==> src/design/register_alu_executor_core_macros.svh <==
// assertion macros used by the executor core
`ifndef REGISTER_ALU_EXECUTOR_CORE_MACROS_SVH
`define REGISTER_ALU_EXECUTOR_CORE_MACROS_SVH

// condition implies consequence in the same cycle
`define RAE_ASSERT_SAME(lbl, ante, cons, msg) \
  lbl: assert property (@(posedge clk) disable iff (rst) (ante) |-> (cons)) else $error(msg);

// condition implies consequence in the next cycle
`define RAE_ASSERT_NEXT(lbl, ante, cons, msg) \
  lbl: assert property (@(posedge clk) disable iff (rst) (ante) |=> (cons)) else $error(msg);

`endif

==> src/design/rae_pkg.sv <==
// shared types and constants of the register alu executor
package rae_pkg;

  localparam int DATA_W   = 32;
  localparam int CMD_W    = 4;
  localparam int IDX_W    = 4;
  localparam int ALU_OP_W = 3;

  // instruction codes
  localparam logic [CMD_W-1:0] CMD_MOVE    = 4'd0;
  localparam logic [CMD_W-1:0] CMD_LOAD    = 4'd1;
  localparam logic [CMD_W-1:0] CMD_STORE   = 4'd2;
  localparam logic [CMD_W-1:0] CMD_COMPARE = 4'd3;
  localparam logic [CMD_W-1:0] CMD_BRANCH  = 4'd4;
  localparam logic [CMD_W-1:0] CMD_JUMP    = 4'd5;
  localparam logic [CMD_W-1:0] CMD_ADD     = 4'd6;
  localparam logic [CMD_W-1:0] CMD_SUB     = 4'd7;
  localparam logic [CMD_W-1:0] CMD_MUL     = 4'd8;
  localparam logic [CMD_W-1:0] CMD_DIV     = 4'd9;

  // serial alu operations
  localparam logic [ALU_OP_W-1:0] ALU_ADD = 3'd0;
  localparam logic [ALU_OP_W-1:0] ALU_SUB = 3'd1;
  localparam logic [ALU_OP_W-1:0] ALU_SLT = 3'd2;
  localparam logic [ALU_OP_W-1:0] ALU_MUL = 3'd3;
  localparam logic [ALU_OP_W-1:0] ALU_DIV = 3'd4;

  typedef logic [DATA_W-1:0] word_t;

  typedef struct packed {
    logic                start;
    logic [ALU_OP_W-1:0] op;
  } alu_ctl_t;

  typedef struct packed {
    logic  done;
    word_t result;
  } alu_sts_t;

endpackage

==> src/design/register_alu_executor_core.sv <==
// Register ALU executor: runs one decoded instruction per request against a file of
// REGISTER_COUNT 32-bit registers (all zero after reset). The register file has a
// single read port, so operands and the stored or tested register are fetched one
// after another in the states S_RD_A, S_RD_B and S_RD_C. Add, sub, compare, mul and
// div then run through a bit-serial unit that steps through the operand bits and then
// a fix-up step; move, load, store, branch, jump, undefined codes and a division by
// zero skip the unit. Results sit in an output register, so the next request is
// accepted while a result waits.
module register_alu_executor_core #(
  parameter int REGISTER_COUNT = 10
) (
  input  logic               clk,
  input  logic               rst,
  input  logic               in_valid,
  output logic               in_ready,
  input  logic [3:0]         cmd,
  input  logic [3:0]         dest_reg,
  input  logic               first_is_reg,
  input  logic [3:0]         first_index,
  input  logic signed [31:0] first_imm,
  input  logic               second_is_reg,
  input  logic [3:0]         second_index,
  input  logic signed [31:0] second_imm,
  output logic               out_valid,
  input  logic               out_ready,
  output logic signed [31:0] value,
  output logic signed [31:0] address,
  output logic               div_zero,
  output logic               jump_taken,
  output logic signed [31:0] jump_target
);

`include "register_alu_executor_core_macros.svh"

  localparam logic [2:0] S_IDLE   = 3'd0;
  localparam logic [2:0] S_RD_A   = 3'd1;
  localparam logic [2:0] S_RD_B   = 3'd2;
  localparam logic [2:0] S_RD_C   = 3'd3;
  localparam logic [2:0] S_EXEC   = 3'd4;
  localparam logic [2:0] S_ALU    = 3'd5;
  localparam logic [2:0] S_FINISH = 3'd6;

  logic [2:0] state;

  // captured request
  logic [rae_pkg::CMD_W-1:0] cmd_q;
  logic [rae_pkg::IDX_W-1:0] dest_q;
  logic                      first_is_reg_q;
  logic [rae_pkg::IDX_W-1:0] first_index_q;
  rae_pkg::word_t            first_imm_q;
  logic                      second_is_reg_q;
  logic [rae_pkg::IDX_W-1:0] second_index_q;
  rae_pkg::word_t            second_imm_q;

  // fetched operands
  rae_pkg::word_t op1;
  rae_pkg::word_t op2;
  rae_pkg::word_t rdx;
  rae_pkg::word_t alu_res;

  // register file ports
  logic [rae_pkg::IDX_W-1:0] rd_index;
  rae_pkg::word_t            rd_data;
  logic                      wr_en;
  logic                      wr_sel;
  logic [rae_pkg::IDX_W-1:0] wr_index;
  rae_pkg::word_t            wr_data;

  // alu
  rae_pkg::alu_ctl_t alu_ctl;
  rae_pkg::alu_sts_t alu_sts;
  logic              uses_alu;
  logic              div_by_zero;

  // finished result
  rae_pkg::word_t res_value;
  rae_pkg::word_t res_address;
  logic           res_dz;
  logic           res_taken;
  rae_pkg::word_t res_target;
  logic           out_free;
  logic           finish;

  assign in_ready    = (state == S_IDLE) && !rst;
  assign out_free    = !out_valid || out_ready;
  assign finish      = (state == S_FINISH) && out_free;
  assign div_by_zero = (cmd_q == rae_pkg::CMD_DIV) && (op2 == '0);

  rae_regfile #(
    .REGISTER_COUNT (REGISTER_COUNT)
  ) u_regfile (
    .clk      (clk),
    .rst      (rst),
    .wr_en    (wr_en),
    .wr_index (wr_index),
    .wr_data  (wr_data),
    .rd_index (rd_index),
    .rd_data  (rd_data)
  );

  rae_serial_alu u_alu (
    .clk (clk),
    .rst (rst),
    .ctl (alu_ctl),
    .a   (op1),
    .b   (op2),
    .sts (alu_sts)
  );

  // read address for each fetch cycle
  always_comb begin
    unique case (state)
      S_RD_A:  rd_index = first_index_q;
      S_RD_B:  rd_index = second_index_q;
      S_RD_C:  rd_index = (cmd_q == rae_pkg::CMD_BRANCH) ? '0 : dest_q;
      default: rd_index = first_index_q;
    endcase
  end

  // alu operation decode
  always_comb begin
    uses_alu   = 1'b1;
    alu_ctl.op = rae_pkg::ALU_ADD;
    unique case (cmd_q)
      rae_pkg::CMD_COMPARE: alu_ctl.op = rae_pkg::ALU_SLT;
      rae_pkg::CMD_ADD:     alu_ctl.op = rae_pkg::ALU_ADD;
      rae_pkg::CMD_SUB:     alu_ctl.op = rae_pkg::ALU_SUB;
      rae_pkg::CMD_MUL:     alu_ctl.op = rae_pkg::ALU_MUL;
      rae_pkg::CMD_DIV:     alu_ctl.op = rae_pkg::ALU_DIV;
      default:              uses_alu   = 1'b0;
    endcase
    alu_ctl.start = (state == S_EXEC) && uses_alu && !div_by_zero;
  end

  // result and write-back decode
  always_comb begin
    res_value   = '0;
    res_address = '0;
    res_dz      = 1'b0;
    res_taken   = 1'b0;
    res_target  = '0;
    wr_sel      = 1'b0;
    wr_index    = '0;
    unique case (cmd_q) inside
      rae_pkg::CMD_MOVE: begin
        res_value = op2;
        wr_sel    = 1'b1;
        wr_index  = dest_q;
      end
      rae_pkg::CMD_LOAD: begin
        res_value   = op2;
        res_address = op2;
        wr_sel      = 1'b1;
        wr_index    = dest_q;
      end
      rae_pkg::CMD_STORE: begin
        res_value   = rdx;
        res_address = op2;
      end
      rae_pkg::CMD_COMPARE, rae_pkg::CMD_ADD, rae_pkg::CMD_SUB, rae_pkg::CMD_MUL: begin
        res_value = alu_res;
        wr_sel    = 1'b1;
      end
      rae_pkg::CMD_DIV: begin
        if (div_by_zero) begin
          res_dz = 1'b1;
        end else begin
          res_value = alu_res;
          wr_sel    = 1'b1;
        end
      end
      rae_pkg::CMD_BRANCH: begin
        if (rdx == 32'd1) begin
          res_taken  = 1'b1;
          res_target = first_imm_q;
        end
      end
      rae_pkg::CMD_JUMP: begin
        res_taken  = 1'b1;
        res_target = first_imm_q;
      end
      default: res_value = '0;
    endcase
  end

  assign wr_en   = finish && wr_sel;
  assign wr_data = res_value;

  // sequencer
  always_ff @(posedge clk) begin
    if (rst) begin
      state <= S_IDLE;
    end else begin
      unique case (state)
        S_IDLE: begin
          if (in_valid) begin
            state <= S_RD_A;
          end
        end
        S_RD_A: state <= S_RD_B;
        S_RD_B: state <= S_RD_C;
        S_RD_C: state <= S_EXEC;
        S_EXEC: state <= alu_ctl.start ? S_ALU : S_FINISH;
        S_ALU: begin
          if (alu_sts.done) begin
            state <= S_FINISH;
          end
        end
        S_FINISH: begin
          if (out_free) begin
            state <= S_IDLE;
          end
        end
        default: state <= S_IDLE;
      endcase
    end
  end

  // request capture and operand fetch
  always_ff @(posedge clk) begin
    if (in_valid && in_ready) begin
      cmd_q           <= cmd;
      dest_q          <= dest_reg;
      first_is_reg_q  <= first_is_reg;
      first_index_q   <= first_index;
      first_imm_q     <= first_imm;
      second_is_reg_q <= second_is_reg;
      second_index_q  <= second_index;
      second_imm_q    <= second_imm;
    end
    if (state == S_RD_B) begin
      op1 <= first_is_reg_q ? rd_data : first_imm_q;
    end
    if (state == S_RD_C) begin
      op2 <= second_is_reg_q ? rd_data : second_imm_q;
    end
    if (state == S_EXEC) begin
      rdx <= rd_data;
    end
    if (state == S_ALU && alu_sts.done) begin
      alu_res <= alu_sts.result;
    end
  end

  // output register
  always_ff @(posedge clk) begin
    if (rst) begin
      out_valid <= 1'b0;
    end else if (finish) begin
      out_valid <= 1'b1;
    end else if (out_ready) begin
      out_valid <= 1'b0;
    end
  end

  always_ff @(posedge clk) begin
    if (finish) begin
      value       <= res_value;
      address     <= res_address;
      div_zero    <= res_dz;
      jump_taken  <= res_taken;
      jump_target <= res_target;
    end
  end

  // checks
  `RAE_ASSERT_NEXT(a_busy_after_accept, in_valid && in_ready, !in_ready, "ready after accept")
  `RAE_ASSERT_SAME(a_alu_done_in_wait, alu_sts.done, state == S_ALU, "alu done while not waiting")
  `RAE_ASSERT_SAME(a_div_zero_clean, out_valid && div_zero, value == 0 && !jump_taken, "div zero result not clean")
  `RAE_ASSERT_SAME(a_no_target_untaken, out_valid && !jump_taken, jump_target == 0, "target without jump")

endmodule

==> src/design/rae_ram.sv <==
// generic single write port ram with registered read
module rae_ram #(
  parameter int WIDTH = 32,
  parameter int DEPTH = 16,
  localparam int AW   = (DEPTH > 1) ? $clog2(DEPTH) : 1
) (
  input  logic             clk,
  input  logic             wr_en,
  input  logic [AW-1:0]    wr_addr,
  input  logic [WIDTH-1:0] wr_data,
  input  logic [AW-1:0]    rd_addr,
  output logic [WIDTH-1:0] rd_data
);

  logic [WIDTH-1:0] mem [DEPTH];

  // write port
  always_ff @(posedge clk) begin
    if (wr_en) begin
      mem[wr_addr] <= wr_data;
    end
  end

  // registered read port
  always_ff @(posedge clk) begin
    rd_data <= mem[rd_addr];
  end

endmodule

==> src/design/rae_regfile.sv <==
// register file: ram storage, per-entry valid bits and index range check
module rae_regfile #(
  parameter int REGISTER_COUNT = 10
) (
  input  logic                     clk,
  input  logic                     rst,
  input  logic                     wr_en,
  input  logic [rae_pkg::IDX_W-1:0] wr_index,
  input  rae_pkg::word_t           wr_data,
  input  logic [rae_pkg::IDX_W-1:0] rd_index,
  output rae_pkg::word_t           rd_data
);

  localparam int AW = $clog2(REGISTER_COUNT);
  localparam logic [rae_pkg::IDX_W:0] COUNT = (rae_pkg::IDX_W + 1)'(REGISTER_COUNT);

  logic [REGISTER_COUNT-1:0] valid;
  logic                      wr_ok;
  logic                      rd_in_range;
  logic                      rd_ok;
  rae_pkg::word_t            ram_q;

  assign wr_ok       = wr_en && ({1'b0, wr_index} < COUNT);
  assign rd_in_range = {1'b0, rd_index} < COUNT;

  rae_ram #(
    .WIDTH (rae_pkg::DATA_W),
    .DEPTH (REGISTER_COUNT)
  ) u_ram (
    .clk     (clk),
    .wr_en   (wr_ok),
    .wr_addr (wr_index[AW-1:0]),
    .wr_data (wr_data),
    .rd_addr (rd_index[AW-1:0]),
    .rd_data (ram_q)
  );

  // entries read as zero until first written
  always_ff @(posedge clk) begin
    if (rst) begin
      valid <= '0;
      rd_ok <= 1'b0;
    end else begin
      if (wr_ok) begin
        valid[wr_index[AW-1:0]] <= 1'b1;
      end
      rd_ok <= rd_in_range && valid[rd_index[AW-1:0]];
    end
  end

  assign rd_data = rd_ok ? ram_q : '0;

endmodule

==> src/design/rae_serial_alu.sv <==
// bit-serial alu: add, sub, signed compare, shift-add multiply, restoring divide
module rae_serial_alu (
  input  logic              clk,
  input  logic              rst,
  input  rae_pkg::alu_ctl_t ctl,
  input  rae_pkg::word_t    a,
  input  rae_pkg::word_t    b,
  output rae_pkg::alu_sts_t sts
);

  localparam logic [1:0] S_IDLE = 2'd0;
  localparam logic [1:0] S_RUN  = 2'd1;
  localparam logic [1:0] S_FIX  = 2'd2;
  localparam logic [1:0] S_DONE = 2'd3;

  logic [1:0]                   state;
  logic [4:0]                   cnt;
  logic [rae_pkg::ALU_OP_W-1:0] op;
  rae_pkg::word_t               a_sh;
  rae_pkg::word_t               b_sh;
  rae_pkg::word_t               res;
  rae_pkg::word_t               rem;
  logic                         carry;
  logic                         a_sign;
  logic                         b_sign;
  logic                         neg;

  logic                         sum_bit;
  logic                         carry_next;
  logic [32:0]                  shifted;
  logic [33:0]                  trial;
  logic                         lt;

  // one bit of the serial adder
  assign sum_bit    = a_sh[0] ^ b_sh[0] ^ carry;
  assign carry_next = (a_sh[0] & b_sh[0]) | (carry & (a_sh[0] ^ b_sh[0]));

  // one step of the restoring divider
  assign shifted = {rem, a_sh[31]};
  assign trial   = {1'b0, shifted} - {2'b00, b_sh};

  // signed less-than from the sign bits and the difference sign
  assign lt = (a_sign ^ b_sign) ? a_sign : res[31];

  always_ff @(posedge clk) begin
    if (rst) begin
      state <= S_IDLE;
      cnt   <= '0;
    end else begin
      unique case (state)
        S_IDLE: begin
          if (ctl.start) begin
            state <= S_RUN;
            cnt   <= '0;
          end
        end
        S_RUN: begin
          cnt <= cnt + 5'd1;
          if (cnt == 5'd31) begin
            state <= S_FIX;
          end
        end
        S_FIX:   state <= S_DONE;
        S_DONE:  state <= S_IDLE;
        default: state <= S_IDLE;
      endcase
    end
  end

  // operand shift registers and accumulators
  always_ff @(posedge clk) begin
    if (state == S_IDLE && ctl.start) begin
      op     <= ctl.op;
      a_sign <= a[31];
      b_sign <= b[31];
      neg    <= a[31] ^ b[31];
      res    <= '0;
      rem    <= '0;
      carry  <= (ctl.op == rae_pkg::ALU_SUB) || (ctl.op == rae_pkg::ALU_SLT);
      if (ctl.op == rae_pkg::ALU_DIV) begin
        a_sh <= a[31] ? (32'd0 - a) : a;
        b_sh <= b[31] ? (32'd0 - b) : b;
      end else if ((ctl.op == rae_pkg::ALU_SUB) || (ctl.op == rae_pkg::ALU_SLT)) begin
        a_sh <= a;
        b_sh <= ~b;
      end else begin
        a_sh <= a;
        b_sh <= b;
      end
    end else if (state == S_RUN) begin
      case (op)
        rae_pkg::ALU_MUL: begin
          if (b_sh[0]) begin
            res <= res + a_sh;
          end
          a_sh <= {a_sh[30:0], 1'b0};
          b_sh <= {1'b0, b_sh[31:1]};
        end
        rae_pkg::ALU_DIV: begin
          if (!trial[33]) begin
            rem <= trial[31:0];
          end else begin
            rem <= shifted[31:0];
          end
          res  <= {res[30:0], ~trial[33]};
          a_sh <= {a_sh[30:0], 1'b0};
        end
        default: begin
          res   <= {sum_bit, res[31:1]};
          carry <= carry_next;
          a_sh  <= {1'b0, a_sh[31:1]};
          b_sh  <= {1'b0, b_sh[31:1]};
        end
      endcase
    end else if (state == S_FIX) begin
      case (op)
        rae_pkg::ALU_SLT: res <= {31'd0, lt};
        rae_pkg::ALU_DIV: begin
          if (neg) begin
            res <= 32'd0 - res;
          end
        end
        default: res <= res;
      endcase
    end
  end

  assign sts.done   = (state == S_DONE);
  assign sts.result = res;

endmodule

==> config.mk <==
export PLATFORM = sky130hd
export DESIGN_NAME = register_alu_executor_core
export DESIGN_NICKNAME = d
export VERILOG_FILES = /design/src/design/rae_pkg.sv /design/src/design/register_alu_executor_core.sv /design/src/design/rae_ram.sv /design/src/design/rae_regfile.sv /design/src/design/rae_serial_alu.sv
export VERILOG_INCLUDE_DIRS = /design/src /design/src/design
export SDC_FILE = /design/constraint.sdc
export NUM_CORES = 1
export LEC_CHECK = 0
export ABC_AREA = 1
export CORE_MARGIN = 4
export CORE_UTILIZATION = 30
export DETAILED_ROUTE_END_ITERATION = 6
export DONT_BUFFER_PORTS = 1
export PLACE_DENSITY = 0.55
export SETUP_SLACK_MARGIN = 0.15
export SLEW_MARGIN = 10
export SYNTH_ARGS = -nofsm -noshare
export SYNTH_HDL_FRONTEND = slang
export SYNTH_SLANG_ARGS = --single-unit
==> constraint.sdc <==
create_clock -name clk -period 9.3 [get_ports clk]
set_input_delay 0.93 -clock clk [delete_from_list [all_inputs] [get_ports clk]]
set_output_delay 0.93 -clock clk [all_outputs]
set_load 0.01 [all_outputs]
==> flow_summary_export.csv, run 1 <==
group,metric,value,unit
layout,final_cells,6221,
route,post_drt_wl_per_cell,21.8,microns
setup_path,crit_chain,"inv_1 -> ha_1 -> inv_1 -> nor3_2 -> nand3_1 -> nor2_2 -> nand2_1 -> nor2_1 -> nand2_1 -> nand3_4 -> buf_4 -> nand2_1 -> buf_4",
floorplan,io_pins,186,
grt,antenna_found_initial,24,
sta,fmax,250,MHz
layout,utilization,33.9,%
setup_path,cp_data_arrival_time,4370,ps
pwr,p_leak,18.2,nW
job,maxCapViolations,0,
layout,fill_cells,13802,
route,drt_wl_total,136,mm
logic_synthesis,synthCells,4387,
outcome,violations,"design-rule violations",
layout,final_area,0.0453,sq mm
setup_path,r2r-end,"u_alu.a_sh[19]",
place,place_congestion,0.927,
setup_path,cp.required,9670,ps
sta,slew_violations,0,
floorplan,die_x,375,microns
logic_synthesis,synth-edff-count,699,
setup_path,cp-start-kind,"flip-flop",
worst_hold_path,whs_endpoint,"out_valid",
sta,finalHoldViolations,0,
grt,use_met1,26.2,%
route,drtAntennaViolNets,0,
sta,rsz0062_at_grt,"no",
sta,setup_viol,0,
setup_path,cpPeakStageDelay,850,ps
setup_path,r2r-start,"op2[0]",
logic_synthesis,synth_ff_type,"edfxtp_1",
sta,worst_pin_slew,1370,ps
clock_tree,post_cts_resize_count,0,
worst_hold_path,hold_path_class,"input pin to flip-flop",
setup_path,crit_path_frequent_cell,"nand2_1",
setup_path,criticalPathCategory,"flip-flop to flip-flop",
route,drc,1,
floorplan,core,0.134,sq mm
sta,min_period_over_period,43.1,%
worst_hold_path,hp-start,"rst",
outcome,status,"finished with violations",
layout,area_growth,12.0,%
logic_synthesis,yosysTopAreaCell,"edfxtp_1",
grt,grt_pass1_wl,197,mm
route,vias,30854,
pwr,ir_worst_vdd,0.000146,V
logic_synthesis,synth.distinct_cells,59,
grt,use_met3,3.57,%
logic_synthesis,synthArstFlopShare,0,%
clock_tree,ctsLongestPathBuffers,3,
clock_tree,cts_root_buf,"clkbuf_16",
layout,nNetsFinal,4534,
sta,fin_skew,54.7,ps
route,drtPass1Iterations,7,
grt,grt_max_degree,103,
sta,fin_tns_setup,0,ps
floorplan,start_util,30.2,%
grt,grt_pass1_vias,28902,
logic_synthesis,synth_top_area_share,51.9,%
clock_tree,holdBufCountCts,0,
place,dp_hpwl,96.5,mm
clock_tree,clock_latency,700,ps
place,dp.cells,6054,
route,avgViaCountPerCell,4.96,
clock_tree,cts_made_buffers,84,
clock_tree,cts.sinks,817,
sta,max_slew_margin,8.34,%
logic_synthesis,syn_avg_cell_area,9.22,sq um
pwr,power.total,11.0,mW
sta,fin_crit,4010,ps
logic_synthesis,yosysWarnings,0,
logic_synthesis,synth-seq-cells,817,
setup_path,critPathMaxFanout,102,
setup_path,critPathSlowestCell,"buf_4",
grt,overflow,0,
pwr,powerDensity,243,mW/mm^2
route,drtIter0Drc,3335,
setup_path,end_kind,"flip-flop",
setup_path,reg2reg_setup_slack,5290,ps
grt,grt.busiest_layer,"met2",
floorplan,num_rows,134,
logic_synthesis,synth_nets,4549,
logic_synthesis,synth.area.top_cells,"edfxtp_1, nand2_1, dfxtp_1, inv_1, o21ai_0",
place,port_buffers,0,
worst_hold_path,holdPathStages,1,
place,pre_cts_slack,5370,ps
layout,multi_input_area,0.0142,sq mm
sta,hold_slack,317,ps
sta,timing.final.ws_setup,5290,ps
grt,grtUsageTotal,18.7,%
logic_synthesis,yosysSeqAreaShare,57.7,%
logic_synthesis,synth_area,0.0405,sq mm
floorplan,dieArea,0.141,sq mm
layout,seq_area,0.0234,sq mm
clock_tree,cts.clk_slew.worst_paths,70,ps
layout,drive_gt1_share,7.11,%
setup_path,ff2ff_path_depth,13,
clock_tree,htreeDepth,3,
grt,use_met2,29.9,%
place,postPlaceCellArea,0.0425,sq mm
clock_tree,tritoncts,"done",
clock_tree,cts_setup_buffers,0,
floorplan,fp.dieH,375,microns
-- power breakdown --
group          switching, mW  internal (mW)  total [mW]
logic                   1.96          0.904        2.87
registers              0.384           4.29        4.68
clock network           1.53           1.96        3.48
-- synthesized netlist by cell type (3+ instances only) --
library cell and instances:
nor4_1 12, dfxtp_1 118, buf_1 7, a31oi_1 15, o211ai_2 16, nand4_1 40, clkbuf_1 88, inv_1 561
o31ai_1 3, o21bai_1 43, inv_2 15, a21oi_1 148, nand2_2 3, nand3_1 251, xnor2_1 15, buf_2 54
buf_6 7, o221ai_1 6, edfxtp_1 699, or2_2 59, clkinv_1 5, xor2_1 48, a21boi_1 16, nor3b_1 3
fa_1 3, o21a_1 4, o21ai_1 51, o22ai_1 44, nand2_1 1019, buf_4 9, nand3b_1 13, ha_1 73
o211ai_1 81, or2_1 14, o21ai_0 343, nor2_1 390, and2_1 36, or2_0 4, nor3_1 48
-- per-layer routing --
metal / up-vias / routed length [microns]
li1: 14728 / -
met2: 1098 / 62200
met3: 188 / 10500
met5: - / 37
met1: 14834 / 59700
met4: 6 / 3420
-- critical path: cells and delay by family, from the launching register on --
kind / cells / cell delay (ps)
fa+ha+maj: 1 / 160
buf+inv: 4 / 1400
flops: 1 / 440
simple gates: 8 / 1630
-- sequential cells by signal, summed over array words and instances (netlist names), 3 cells and up --
name / count
second_index_q: 4
address: 32
u_alu.res: 32
u_regfile.u_ram.mem: 320
second_imm_q: 32
u_alu.op: 3
rdx: 32
u_alu.b_sh: 32
state: 3
u_regfile.u_ram.rd_data: 32
first_imm_q: 32
jump_target: 32
cmd_q: 4
u_alu.rem: 32
op1: 32
u_alu.a_sh: 32
first_index_q: 4
u_alu.cnt: 5
dest_q: 4
alu_res: 32
op2: 32
u_regfile.valid: 10
value: 32
-- kinds of logic after synthesis --
kind of cell	share of synthesized area, %
compound gates	11.2
fa+ha+maj	2.41
flops	57.7
xor+xnor	1.36
buf+inv	7.31
simple gates	19.9
mux	0.0247
-- worst max path at each step --
stage / start / to / slack, ps / depth (start not counted)
2_1_floorplan: rst / cmd_q[0] / 1510 / 2
3_3_place_gp: state[0] / u_regfile.u_ram.rd_data[24] / 5430 / 12
3_5_place_dp: op2[0] / u_alu.a_sh[1] / 5370 / 13
4_1_cts: op2[0] / u_alu.a_sh[25] / 5320 / 13
5_1_grt: op2[0] / u_alu.a_sh[20] / 5030 / 13
6_report: op2[0] / u_alu.a_sh[19] / 5290 / 13
-- final cells by class --
class / count / share of cell area (%)
clock inverters: 51 / 1.25
well taps: 1768 / 4.88
flip-flops and latches: 817 / 51.5
clock buffers: 105 / 4.95
inverters: 581 / 4.82
repair buffers: 65 / 1.08
multi-input cells: 2823 / 31.4
diodes: 11 / 0.0607
-- placed cells by master, fill, tap and decap left out, types with 8 or more instances in the layout --
cell type  count
a21boi_1      16
o211ai_2      16
nand3b_1      13
inv_2         15
o21ai_0      342
nand3_1      251
or2_1         14
xnor2_1       15
bufinv_16      8
o21bai_1      37
clkbuf_1      15
ha_1          73
nor4_1        12
diode_2       11
o21ai_1       50
dfxtp_1      118
nand2_1     1018
xor2_1        48
buf_4         65
clkbuf_16     84
a21oi_1      147
nor3_1        44
and2_1        36
nand4_1       40
clkinv_1      18
nor2_1       388
a31oi_1       15
edfxtp_1     699
or2_2         59
clkinv_2      18
o22ai_1       44
o211ai_1      81
inv_1        561
Power figures use the tool's default switching activity.
==> run 2, diff against run 1 <==
Settings changed: PLACE_DENSITY 0.55 to 0.56.
Clock period 9.3 ns to 3.25 ns, I/O delays scaled along.
==> run 2 against run 1 <==
  * Hold slack worse by 220 ps
  * Largest cell class unchanged
  * Sequential cell count unchanged
  * Routed wire length rose by 2.0%
  * Final area is 4.0% higher
  * Critical endpoint is now u_regfile.u_ram.mem[2][15]
  * Sequential power grew to 2.8 times the previous value
  * Sequential share of layout area decreased by 2.0 points
  * The flow now finishes without violations
  * Count of clock-buffer cells in the layout is 17 higher
  * Non-clock buffer count up 138
  * Power rose to 2.9 times the previous value
  * Cell count increased by 2.3%
  * First-iteration DRC count up 14%
  * Highest routed layer unchanged
==> flow_summary_export.csv, run 2 (synthesis gave the netlist of run 1 again) <==
group,metric,value,unit
outcome,status,"finished, final reports clean",
layout,regMostFlops,"u_regfile.u_ram.mem",
clock_tree,cts_made_buffers,91,
floorplan,dieArea,0.141,sq mm
sta,max_slew_margin,27.8,%
grt,use_met1,27.0,%
sta,fin_tns_setup,0,ps
layout,layout_common_cells,"nand2_1, edfxtp_1, inv_1",
place,port_buffers,0,
sta,fin_skew,23.0,ps
grt,use_met2,30.2,%
grt,overflow,0,
worst_hold_path,hold_path_class,"input pin to flip-flop",
pwr,powerDensity,688,mW/mm^2
layout,area_growth,16.4,%
sta,timing.final.ws_setup,222,ps
route,drt_wl_total,139,mm
sta,fmax,330,MHz
pwr,ir_worst_vdd,0.000408,V
floorplan,start_util,30.2,%
sta,setup_viol,0,
route,vias,31842,
pwr,power.total,32.4,mW
clock_tree,clock_latency,670,ps
clock_tree,htreeDepth,3,
grt,grt.busiest_layer,"met2",
sta,min_period_over_period,93.2,%
clock_tree,tritoncts,"done",
setup_path,end_kind,"flip-flop",
setup_path,cp_data_arrival_time,3340,ps
sta,finalHoldViolations,0,
place,pre_cts_slack,230,ps
pwr,p_leak,19.0,nW
clock_tree,cts.clk_slew.worst_paths,70,ps
clock_tree,ctsLongestPathBuffers,3,
floorplan,num_rows,134,
clock_tree,cts_setup_buffers,0,
floorplan,core,0.134,sq mm
sta,worst_pin_slew,1080,ps
sta,fin_crit,3030,ps
place,place_congestion,0.947,
clock_tree,cts.sinks,817,
route,drtIter0Drc,3803,
job,maxCapViolations,0,
place,dp_hpwl,98.7,mm
sta,hold_slack,99.8,ps
grt,grt_pass1_wl,202,mm
sta,rsz0062_at_grt,"yes",
grt,grt_pass1_vias,30028,
floorplan,fp.dieH,375,microns
grt,grtUsageTotal,19.1,%
clock_tree,cts_root_buf,"clkbuf_16",
grt,grt_max_degree,186,
grt,antenna_found_initial,13,
grt,use_met3,3.52,%
floorplan,io_pins,186,
setup_path,critPathMaxFanout,32,
setup_path,reg2reg_setup_slack,220,ps
route,drtAntennaViolNets,0,
floorplan,die_x,375,microns
setup_path,cp-start-kind,"flip-flop",
setup_path,criticalPathCategory,"flip-flop to flip-flop",
layout,drive_gt1_share,8.30,%
sta,slew_violations,0,
layout,final_common_cell,"nand2_1",
route,post_drt_wl_per_cell,21.8,microns
route,avgViaCountPerCell,5.00,
route,drc,0,
setup_path,cp.required,3560,ps
layout,largest_register_ff_count,320,
route,drtPass1Iterations,6,
layout,nNetsFinal,4679,
==> run 2: cell types whose count changed in the layout (fill, tap and decap cells not counted), sizes merged <==
| cell | change |
|---|---|
| clkbuf | +17 |
| dlygate4sd3 | +84 |
| clkinv | -10 |
| bufinv | +1 |
| clkinvlp | +1 |
| buf | +54 |
| diode | -4 |
| inv | +2 |
==> run 2: report_power, final <==
group / total [mW] / switching [mW] / internal (mW)
Clock: 10.4 / 4.35 / 6.08
Combinational: 8.85 / 5.99 / 2.86
Sequential: 13.1 / 0.850 / 12.3
Total: 32.4 / 11.2 / 21.2
==> run 2: final timing paths <==
check	from	to	cells after the start
worst max register to register	op2[0]	u_regfile.u_ram.mem[2][15]	12
worst min register to register	u_regfile.valid[3]	u_regfile.valid[3]	2
worst min-delay path	in_valid	cmd_q[0]	1
worst max-delay path	op2[0]	u_regfile.u_ram.mem[2][15]	12
==> run 2: timing repair <==
action / in CTS / in global routing
endpoints found under the hold margin: 109 / 0
setup endpoints to repair: 0 / 452
gates resized for setup: 0 / 6
hold buffers: 84 / 0
==> run 2: through the flow <==
step                util (%)  area (sq um)  instances
finish                  35.2         47100       6366
global route            35.2         47100       6360
CTS                     35.2         47100       6359
detailed placement      32.3         43200       6108
global placement        32.3         43200       6108
floorplan                  -         40500       4387
==> run 2: area by class of cell <==
type                            instances  area [sq um]
Fill cell                           13494         86700
Sequential cell                       817         23400
Multi-Input combinational cell       2823         14300
Clock buffer                          122          2460
Tap cell                             1768          2210
Inverter                              581          2190
Timing Repair Buffer                  203          2050
Clock inverter                         45           537
Antenna cell                            7          17.5
==> run 2: metal layers <==
layer / part of all wire, % / routed length [microns]
met3: 8.4 / 11700
met5: 0.040 / 55
met1: 44 / 61100
met4: 2.5 / 3470
met2: 45 / 62300
==> run 2: critical path, stage by stage, from the launching register on <==
cell and delay, ps:
edfxtp_1 430, inv_1 110, ha_1 150, inv_1 50, nor3_2 140, nand3_1 190, nor2_2 190, nand3_1 120
nor2_1 260, nand3_1 170, a21boi_2 220, buf_12 260, o21bai_1 320
